===== config.mk =====
export PLATFORM = sky130hd
export DESIGN_NAME = partitioned_buffer_filler_core
export DESIGN_NICKNAME = d
export VERILOG_FILES = /design/src/sv/pbf_pkg.sv /design/src/sv/partitioned_buffer_filler_core.sv /design/src/sv/pbf_front.sv /design/src/sv/pbf_back.sv
export SDC_FILE = /design/constraint.sdc
export NUM_CORES = 2
export LEC_CHECK = 0
export BUFFER_PORTS_ARGS = -buffer_cell sky130_fd_sc_hd__buf_2
export CORE_UTILIZATION = 61
export DETAILED_ROUTE_END_ITERATION = 8
export GPL_TIMING_DRIVEN = 1
export PLACE_DENSITY = 0.79
export SYNTH_ARGS = -nofsm -noshare
export SYNTH_HDL_FRONTEND = slang
export SYNTH_SLANG_ARGS = --single-unit

===== constraint.sdc =====
create_clock -name clk -period 31.5 [get_ports clk]
set_input_delay 3.15 -clock clk [delete_from_list [all_inputs] [get_ports clk]]
set_output_delay 3.15 -clock clk [all_outputs]
set_load 0.03 [all_outputs]

===== src/sv/pbf_pkg.sv =====
package pbf_pkg;

  localparam int CapW  = 25;
  localparam int SizeW = 11;
  localparam int ToffW = 10;

  typedef enum logic [1:0] {
    KIND_CHUNK = 2'd0,
    KIND_EMIT  = 2'd1,
    KIND_BADP  = 2'd2,
    KIND_BIG   = 2'd3
  } kind_t;

  typedef enum logic [1:0] {
    REG_CAPACITY = 2'd0,
    REG_SPLIT    = 2'd1,
    REG_OFFSET   = 2'd2,
    REG_COUNT    = 2'd3
  } reg_idx_t;

  typedef struct packed {
    logic        operation;
    logic [31:0] raw_partition;
    logic [10:0] tuple_size;
  } in_item_t;

  typedef struct packed {
    logic [1:0]  kind;
    logic [4:0]  partition;
    logic [24:0] buffer_offset;
    logic [10:0] chunk_length;
    logic [9:0]  tuple_offset;
    logic [31:0] tuples_total;
    logic [63:0] bytes_total;
    logic        last;
  } out_item_t;

  typedef enum logic [1:0] {
    OP_WRITE = 2'd0,
    OP_FLUSH = 2'd1,
    OP_BADP  = 2'd2,
    OP_BIG   = 2'd3
  } cmd_op_t;

  // classified command from front to back
  typedef struct packed {
    cmd_op_t     op;
    logic [4:0]  part;
    logic [10:0] size;
  } cmd_t;

  typedef enum logic [2:0] {
    ST_IDLE,
    ST_PREP,
    ST_PLACE,
    ST_FLUSH,
    ST_OUT
  } st_t;

endpackage


===== src/sv/partitioned_buffer_filler_core.sv =====
// Partitioned buffer filler.
// Input channel (in_valid/in_ready/in_data): write beats (partition, size)
// or flush beats. Output channel (out_valid/out_ready/out_data): result
// beats; last marks the final beat of an input item. A flush with nothing
// open gives no beat.
// Config: cfg_we/cfg_index/cfg_data, write only, while idle.
// A two-entry command queue sits between the classifying front end and the
// placement sequencer, so the input takes up to two more beats while results
// stall.
// An error beat passes through the command queue to the output register;
// the first beat of a write passes through the queue, prepare and place
// steps. The sequencer takes the next command only once the output
// register is empty. A flush walks all NUM_PARTITIONS fill counters, one
// per cycle while the output register can advance.
// The sequencer advances only when the output register is free, so a
// stalled receiver holds everything upstream with no loss.
// Reset: all buffers closed, totals zero, registers at defaults.
module partitioned_buffer_filler_core #(
  parameter int NUM_PARTITIONS = 32,
  parameter int MAX_TUPLE      = 1024
) (
  input  logic               clk,
  input  logic               rst,
  input  logic               in_valid,
  output logic               in_ready,
  input  pbf_pkg::in_item_t  in_data,
  output logic               out_valid,
  input  logic               out_ready,
  output pbf_pkg::out_item_t out_data,
  input  logic               cfg_we,
  input  logic [1:0]         cfg_index,
  input  logic [31:0]        cfg_data
);
  logic [24:0] buffer_capacity, cap;
  logic split_mode;
  logic [31:0] partition_offset;
  logic [5:0] partition_count;
  logic cmd_valid, cmd_ready;
  pbf_pkg::cmd_t cmd;

  always_ff @(posedge clk) begin
    if (rst) begin
      buffer_capacity  <= 25'd65536;
      split_mode       <= 1'b1;
      partition_offset <= '0;
      partition_count  <= 6'd1;
    end else if (cfg_we) begin
      case (cfg_index)
        pbf_pkg::REG_CAPACITY: buffer_capacity  <= cfg_data[24:0];
        pbf_pkg::REG_SPLIT:    split_mode       <= cfg_data[0];
        pbf_pkg::REG_OFFSET:   partition_offset <= cfg_data;
        pbf_pkg::REG_COUNT:    partition_count  <= cfg_data[5:0];
        default: ;
      endcase
    end
  end

  assign cap = (buffer_capacity < 25'd64) ? 25'd64 :
               (buffer_capacity > 25'd16777216) ? 25'd16777216 : buffer_capacity;

  pbf_front #(.NUM_PARTITIONS(NUM_PARTITIONS), .MAX_TUPLE(MAX_TUPLE)) u_front (
    .clk, .rst, .in_valid, .in_ready, .in_data, .partition_offset,
    .partition_count, .split_mode, .cap, .cmd_valid, .cmd_ready, .cmd
  );

  pbf_back #(.NUM_PARTITIONS(NUM_PARTITIONS)) u_back (
    .clk, .rst, .cmd_valid, .cmd_ready, .cmd, .split_mode, .cap,
    .out_valid, .out_ready, .out_data
  );
endmodule


===== src/sv/pbf_front.sv =====
module pbf_front #(
  parameter int NUM_PARTITIONS = 32,
  parameter int MAX_TUPLE      = 1024
) (
  input  logic             clk,
  input  logic             rst,
  input  logic             in_valid,
  output logic             in_ready,
  input  pbf_pkg::in_item_t in_data,
  input  logic [31:0]      partition_offset,
  input  logic [5:0]       partition_count,
  input  logic             split_mode,
  input  logic [24:0]      cap,
  output logic             cmd_valid,
  input  logic             cmd_ready,
  output pbf_pkg::cmd_t    cmd
);
  localparam int QD = 2;
  localparam logic [5:0] NP = 6'(NUM_PARTITIONS);
  localparam logic [10:0] MT = 11'(MAX_TUPLE);

  pbf_pkg::cmd_t q [QD];
  logic [0:0] wp, rp;
  logic [1:0] cnt;
  pbf_pkg::cmd_t c;
  logic [31:0] local_idx;
  logic [5:0] eff_cnt;
  logic push, pop;

  assign eff_cnt   = (partition_count < NP) ? partition_count : NP;
  assign local_idx = in_data.raw_partition - partition_offset;
  assign in_ready  = (cnt != 2'(QD));
  assign push      = in_valid && in_ready;
  assign cmd_valid = (cnt != 2'd0);
  assign pop       = cmd_valid && cmd_ready;
  assign cmd       = q[rp];

  always_comb begin
    c.part = local_idx[4:0];
    c.size = in_data.tuple_size;
    if (in_data.operation) begin
      c.op = pbf_pkg::OP_FLUSH;
    end else if (local_idx >= {26'd0, eff_cnt}) begin
      c.op = pbf_pkg::OP_BADP;
    end else if (in_data.tuple_size > MT ||
                 (!split_mode && {14'd0, in_data.tuple_size} > cap)) begin
      c.op = pbf_pkg::OP_BIG;
    end else begin
      c.op = pbf_pkg::OP_WRITE;
    end
  end

  always_ff @(posedge clk) begin
    if (push) begin
      q[wp] <= c;
    end
    if (rst) begin
      wp  <= '0;
      rp  <= '0;
      cnt <= '0;
    end else begin
      if (push) wp <= wp + 1'b1;
      if (pop)  rp <= rp + 1'b1;
      cnt <= cnt + 2'(push) - 2'(pop);
    end
  end
endmodule


===== src/sv/pbf_back.sv =====
module pbf_back #(
  parameter int NUM_PARTITIONS = 32
) (
  input  logic               clk,
  input  logic               rst,
  input  logic               cmd_valid,
  output logic               cmd_ready,
  input  pbf_pkg::cmd_t      cmd,
  input  logic               split_mode,
  input  logic [24:0]        cap,
  output logic               out_valid,
  input  logic               out_ready,
  output pbf_pkg::out_item_t out_data
);
  localparam int PW = (NUM_PARTITIONS > 1) ? $clog2(NUM_PARTITIONS) : 1;
  localparam logic [PW:0] NP = (PW+1)'(NUM_PARTITIONS);

  pbf_pkg::st_t st, st_next;
  logic [24:0] fill_mem [NUM_PARTITIONS];
  logic [NUM_PARTITIONS-1:0] open_bits, open_bits_next;
  pbf_pkg::cmd_t cur, cur_next;
  logic [24:0] fill, fill_next;
  logic [10:0] done, done_next;
  logic spill, spill_next;
  logic [PW:0] scan, scan_next;
  logic [31:0] tuple_count, tuple_count_next;
  logic [63:0] byte_count, byte_count_next;
  pbf_pkg::out_item_t ob, ob_next;
  logic ob_valid, ob_valid_next;
  logic [PW-1:0] pidx, sidx;
  logic [24:0] room, need, chunk, fill_sum;
  logic [10:0] done_sum;
  logic [25:0] sum;
  logic [24:0] rd;
  logic adv, do_emit, do_whole, fin, closes, later;
  logic mem_we;
  logic [24:0] mem_wd;

  assign pidx      = cur.part[PW-1:0];
  assign sidx      = scan[PW-1:0];
  assign out_valid = ob_valid;
  assign out_data  = ob;
  assign cmd_ready = (st == pbf_pkg::ST_IDLE) && !ob_valid;
  assign adv       = !ob_valid || out_ready;
  assign room      = cap - fill;
  assign need      = {14'd0, cur.size - done};
  assign chunk     = (room < need) ? room : need;
  assign fill_sum  = fill + chunk;
  assign done_sum  = done + chunk[10:0];
  assign fin       = (done_sum == cur.size);
  assign closes    = (fill_sum == cap);
  assign sum       = {1'b0, fill} + {14'd0, cur.size};
  assign rd        = fill_mem[sidx];
  assign do_emit   = (fill > cap) || (!split_mode && sum > {1'b0, cap}) ||
                     (split_mode && done != cur.size && fill == cap);
  assign do_whole  = (sum <= {1'b0, cap}) && !spill;

  // any nonempty open buffer past the scan point
  always_comb begin
    later = 1'b0;
    for (int i = 0; i < NUM_PARTITIONS; i++) begin
      if ((PW+1)'(i) > scan && open_bits[i] && fill_mem[i] != '0) later = 1'b1;
    end
  end

  always_comb begin
    st_next = st;
    case (st)
      pbf_pkg::ST_IDLE: if (cmd_valid && cmd_ready) begin
        case (cmd.op)
          pbf_pkg::OP_WRITE: st_next = pbf_pkg::ST_PREP;
          pbf_pkg::OP_FLUSH: st_next = pbf_pkg::ST_FLUSH;
          default:           st_next = pbf_pkg::ST_IDLE;
        endcase
      end
      pbf_pkg::ST_PREP: st_next = pbf_pkg::ST_PLACE;
      pbf_pkg::ST_PLACE: if (adv) begin
        if (do_emit) begin
          st_next = pbf_pkg::ST_PLACE;
        end else if (do_whole) begin
          st_next = pbf_pkg::ST_IDLE;
        end else if (fin) begin
          st_next = closes ? pbf_pkg::ST_OUT : pbf_pkg::ST_IDLE;
        end
      end
      pbf_pkg::ST_OUT: if (adv) st_next = pbf_pkg::ST_IDLE;
      pbf_pkg::ST_FLUSH: if (adv && scan == NP) st_next = pbf_pkg::ST_IDLE;
      default: st_next = pbf_pkg::ST_IDLE;
    endcase
  end

  // each step emits at most one beat
  always_comb begin
    cur_next         = cur;
    fill_next        = fill;
    done_next        = done;
    spill_next       = spill;
    scan_next        = scan;
    tuple_count_next = tuple_count;
    byte_count_next  = byte_count;
    open_bits_next   = open_bits;
    ob_next          = ob;
    ob_valid_next    = ob_valid && !out_ready;
    mem_we           = 1'b0;
    mem_wd           = fill;
    case (st)
      pbf_pkg::ST_IDLE: if (cmd_valid && cmd_ready) begin
        cur_next   = cmd;
        done_next  = '0;
        spill_next = 1'b0;
        scan_next  = '0;
        if (cmd.op == pbf_pkg::OP_BADP || cmd.op == pbf_pkg::OP_BIG) begin
          ob_next = '{kind: (cmd.op == pbf_pkg::OP_BADP) ? pbf_pkg::KIND_BADP
                                                          : pbf_pkg::KIND_BIG,
                      partition: cmd.part, buffer_offset: '0, chunk_length: '0,
                      tuple_offset: '0, tuples_total: tuple_count,
                      bytes_total: byte_count, last: 1'b1};
          ob_valid_next = 1'b1;
        end
      end
      pbf_pkg::ST_PREP: begin
        tuple_count_next     = tuple_count + 32'd1;
        byte_count_next      = byte_count + {53'd0, cur.size};
        fill_next            = open_bits[pidx] ? fill_mem[pidx] : '0;
        open_bits_next[pidx] = 1'b1;
      end
      pbf_pkg::ST_PLACE: if (adv) begin
        ob_next = '{kind: pbf_pkg::KIND_CHUNK, partition: cur.part,
                    buffer_offset: fill, chunk_length: '0, tuple_offset: '0,
                    tuples_total: tuple_count, bytes_total: byte_count,
                    last: 1'b0};
        ob_valid_next = 1'b1;
        mem_we = 1'b1;
        if (do_emit) begin
          ob_next.kind = pbf_pkg::KIND_EMIT;
          fill_next = '0;
          mem_wd = '0;
          if (split_mode && fill == cap) spill_next = 1'b1;
        end else if (do_whole) begin
          ob_next.chunk_length = cur.size;
          ob_next.last = 1'b1;
          fill_next = sum[24:0];
          mem_wd = sum[24:0];
        end else begin
          ob_next.chunk_length = chunk[10:0];
          ob_next.tuple_offset = done[9:0];
          ob_next.last = fin && !closes;
          fill_next = fill_sum;
          mem_wd = fill_sum;
          done_next = done_sum;
          spill_next = 1'b1;
        end
      end
      pbf_pkg::ST_OUT: if (adv) begin
        ob_next = '{kind: pbf_pkg::KIND_EMIT, partition: cur.part,
                    buffer_offset: fill, chunk_length: '0, tuple_offset: '0,
                    tuples_total: tuple_count, bytes_total: byte_count,
                    last: 1'b1};
        ob_valid_next = 1'b1;
        fill_next = '0;
        mem_we = 1'b1;
        mem_wd = '0;
      end
      pbf_pkg::ST_FLUSH: if (adv && scan != NP) begin
        if (open_bits[sidx] && rd != '0) begin
          ob_next = '{kind: pbf_pkg::KIND_EMIT, partition: 5'(scan),
                      buffer_offset: rd, chunk_length: '0, tuple_offset: '0,
                      tuples_total: tuple_count, bytes_total: byte_count,
                      last: !later};
          ob_valid_next = 1'b1;
        end
        open_bits_next[sidx] = 1'b0;
        scan_next = scan + 1'b1;
      end
      default: ;
    endcase
  end

  always_ff @(posedge clk) begin
    if (mem_we && !rst) begin
      fill_mem[pidx] <= mem_wd;
    end
    if (rst) begin
      st          <= pbf_pkg::ST_IDLE;
      cur         <= '0;
      fill        <= '0;
      done        <= '0;
      spill       <= 1'b0;
      scan        <= '0;
      tuple_count <= '0;
      byte_count  <= '0;
      open_bits   <= '0;
      ob          <= '0;
      ob_valid    <= 1'b0;
    end else begin
      st          <= st_next;
      cur         <= cur_next;
      fill        <= fill_next;
      done        <= done_next;
      spill       <= spill_next;
      scan        <= scan_next;
      tuple_count <= tuple_count_next;
      byte_count  <= byte_count_next;
      open_bits   <= open_bits_next;
      ob          <= ob_next;
      ob_valid    <= ob_valid_next;
    end
  end
endmodule


==> metrics.md <==
| Metric | Value |
|---|---|
| Largest net degree at the start of global routing | `160` |
| Total power | `6.43 mW` |
| Combinational Power Share | `42.4%` |
| Crit path largest cell delay | `0.66 ns` |
| Compound-Gate Fraction of Synth Area | `9.92%` |
| Critical Path End Type | `flop` |
| Min Tclk post-route | `11.73 ns` |
| Die width | `333 microns` |
| Status | `finished clean` |
| Post-CTS sizing | `0` |
| H-tree depth | `4` |
| CP arrival | `12.07 ns` |
| Yosys top cell by area | `edfxtp_1` |
| Final #Nets | `5806` |
| Vias/cell | `7.41` |
| Share of cells above drive strength 1 | `20.5%` |
| Average wire per standard cell | `33.0 microns` |
| Initial antenna violation count | `26` |
| Synth top area share | `37.6%` |
| First-pass GRT wire length | `338 mm` |
| Fin crit share | `37.3%` |
| Number of port buffers | `234` |
| CTS tree | `yes` |
| Clk_lat worst skew | `0.78 ns` |
| Crit start category | `flop` |
| Total gr overflow | `0` |
| Max VDD drop | `0.101 mV` |
| Max-Cap Viols | `0` |
| Critical path data required time | `31.84 ns` |
| Placer Congestion | `1.05` |
| Internal power | `3.89 mW` |
| DRC | `0` |
| Final setup vio count | `0` |
| Final TNS setup | `0 ns` |
| Peak Freq | `85.2 MHz` |
| Area contributors post-synth | `edfxtp_1 38%, mux4_2 16%, dfxtp_1 13%` |
| Unrepaired setup endpoints after global routing | `no` |
| Post-CTS Setup Inserts | `0` |
| Slowest CP cell | `o311ai_0` |
| EDFF count, synth | `836` |
| CTS sink count | `1256` |
| Post-DP HPWL | `166 mm` |
| Post-Route WL | `233 mm` |
| Synth unique cells | `94` |
| Post-synthesis register bit count | `1256` |
| Post-Layout Cell Count | `7052` |
| FFs w/ async S/R, synth | `0%` |
| Critical path class | `flop to flop` |
| Bufs on Longest Clock Path | `3` |
| Pre-antenna DRT Iters | `8` |
| Post-layout util | `68.5%` |
| Yosys warns | `0` |
| Final instance area | `73800 sq um` |
| Final Hold Vio Count | `0` |
| Worst-path clk slew | `0.06 ns` |
| CTS Hold Buffers Added | `0` |
| Cell Area, Placed | `69400 sq um` |
| Post-Syn Instances | `5363` |
| TritonCTS buffer count | `131` |
| Mux contribution to synthesized area | `19.0%` |
| Simple-gate share of the synthesized area | `11.7%` |
| Crit-path max FO | `32` |
| Initial core utilization | `61.9%` |
| Main combinational cell family by area after synthesis | `multiplexers` |
| Max Slew Vio Count | `0` |
| Placed insts | `6800` |
| Hold Crit Class | `flop to flop` |
| Least-Margin Pin Slew | `1.45 ns` |
| Core ar. | `108000 sq um` |
| Synthesized area | `66700 sq um` |
| DRT iter0 DRCs | `7807` |
| Avg Synthesized Cell Area | `12.4 sq um` |
| Root buffer cell | `clkbuf_16` |
| Power Density | `87.1 nW/um^2` |
| Clock network fraction of design power | `24.6%` |
| Register area share after synthesis | `50.2%` |
| Clock Skew | `0.0443 ns` |
| XOR/XNOR Fraction of Synth Area | `2.40%` |
| Vias | `52.2k` |
| GRT Total Usage | `41.7%` |
| Chip height | `333 microns` |
| Ys flop type | `edfxtp_1` |
| Cell Rows | `120` |
| Total leakage power | `25.6 nW` |
| Switching Share | `39.5%` |
| Final ANT Viol Nets | `0` |
| Area growth syn-to-layout | `10.7%` |
| Num ports | `235` |
| Rel. slew slack | `3.27%` |
| Seq pwr share | `33.0%` |
| Vias in the first global route | `49.9k` |
| Most used cell, CP | `a21oi_1` |
| Die area | `111000 sq um` |
| P_sw | `2.54 mW` |
| Adder-Cell Fraction of Synth Area | `3.66%` |
## critical path: cells and delay by family, from the launching register on
kind                       cells  cell delay, ns
DFF                            1            0.33
buffers and inverters          2            0.32
adders and majority gates      5            1.67
AOI/OAI and AO/OA             19            5.36
muxes                          1            0.41
and+or+nand+nor               10            3.18
## synthesized netlist by cell type (11+ instances only)
library cell / instances
o211ai_1: 25
o22ai_1: 12
clkbuf_1: 221
or2_2: 15
nor4_1: 186
and3_1: 46
nand4_1: 108
buf_6: 11
nand2b_1: 30
and4_1: 11
a31o_2: 11
mux4_2: 478
a31oi_1: 20
nor2_1: 449
a2111oi_0: 15
xnor2_1: 111
o2111ai_1: 24
nor3b_1: 16
nor3_1: 126
or4_1: 15
a21oi_1: 282
nand2_1: 348
buf_2: 39
nand3b_1: 15
mux2i_1: 153
mux2_2: 33
a211oi_1: 62
xor2_1: 56
dfxtp_1: 420
o31ai_1: 12
a22oi_1: 111
a21boi_0: 12
a21o_1: 58
edfxtp_1: 836
inv_1: 190
o221ai_1: 13
nor2b_1: 53
o21ai_0: 157
buf_1: 32
o21a_1: 29
or3_1: 32
nand3_1: 105
ha_1: 184
a221oi_1: 42
## path summary, 6_finish.rpt
| path | from | end | slack [ns] | cells past startpoint |
|---|---|---|---|---|
| setup / recovery | buffer_capacity[9] | u_back.fill_mem[27][24] | 19.77 | 37 |
| hold / removal | partition_offset[28] | partition_offset[28] | 0.45 | 2 |
| setup reg to reg | buffer_capacity[9] | u_back.fill_mem[27][24] | 19.77 | 37 |
| hold reg to reg | partition_offset[28] | partition_offset[28] | 0.45 | 2 |
## layout by cell type, fill, tap and decap left out, types with 16 or more instances in the layout
cell type	n
nand2_1	348
nor4_1	186
xnor2_1	111
a21oi_1	282
mux2_2	33
o21ai_0	144
o21a_1	29
a22oi_1	111
ha_1	184
a221oi_1	42
clkinv_2	26
nor2_1	414
nor3_1	122
buf_4	96
nand4_1	108
clkbuf_1	23
edfxtp_1	836
inv_1	190
mux2i_1	153
nand2b_1	30
nor2_2	32
dfxtp_1	414
a21o_1	58
clkbuf_16	136
xor2_1	56
mux4_2	478
and3_1	46
nor2b_1	53
nand3_1	105
a211oi_1	62
o2111ai_1	23
a31oi_1	20
o211ai_1	25
buf_2	233
clkinv_1	16
or3_1	32
## registers in the layout (all words and copies together), names as in the netlist, named ones only
| register | count |
|---|---|
| u_front.rp | 1 |
| u_back.fill_mem | 800 |
| u_front.wp | 1 |
| u_back.byte_count | 64 |
| u_back.scan | 6 |
| buffer_capacity | 25 |
| split_mode | 1 |
| u_back.open_bits | 32 |
| partition_offset | 32 |
| u_back.cur | 11 |
| partition_count | 6 |
| u_back.done | 11 |
| u_front.q | 36 |
| u_back.spill | 1 |
| u_back.out_data | 150 |
| u_back.tuple_count | 32 |
| u_back.pidx | 5 |
| u_back.out_valid | 1 |
| u_back.fill | 25 |
| u_front.cnt | 2 |
| u_back.st | 3 |
## power by group through the flow
| stage | sequential [mW] | clock, mW | combinational, mW |
|---|---|---|---|
| 2_1_floorplan | 2.09 | 0 | 1.82 |
| 3_3_place_gp | 2.14 | 0 | 2.56 |
| 3_5_place_dp | 2.15 | 0 | 2.60 |
| 4_1_cts | 2.11 | 1.58 | 2.63 |
| 5_1_grt | 2.12 | 1.65 | 2.85 |
| 6_report | 2.12 | 1.58 | 2.73 |
## area by class of cell
cell class,instances,area (sq um)
Timing Repair Buffer,335,1990
Antenna cell,15,37.5
Tap cell,1403,1760
Clock buffer,164,3560
Sequential cell,1256,33500
Clock inverter,71,776
Fill cell,7374,34000
Multi-Input combinational cell,3617,31500
Inverter,191,717
## through the flow
step / worst slack, ns / hold WS (ns)
after floorplan: 21.15 / 0.427
after global placement: 20.14 / 0.437
after detailed placement: 20.00 / 0.444
after CTS: 19.98 / 0.454
after global routing: 18.99 / 0.465
final: 19.77 / 0.454
## per-layer routing
| layer | global-route usage [%] | vias up | wire length [microns] |
|---|---|---|---|
| met5 | 0 | - | 172 |
| met4 | 29.1 | 28 | 19800 |
| met1 | 50.2 | 25400 | 76600 |
| met2 | 65.6 | 4341 | 107000 |
| met3 | 11.3 | 968 | 29000 |
| li1 | - | 21500 | - |
## cells by family (layout without fill, tap and decap cells)
group	Yosys count	after routing
compound gates	987	987
xor+xnor	173	173
buf+inv	502	761
other cells	1	28
flops	1256	1256
simple gates	1589	1589
fa+ha+maj	191	191
mux	664	664
Power figures use the tool's default switching activity.
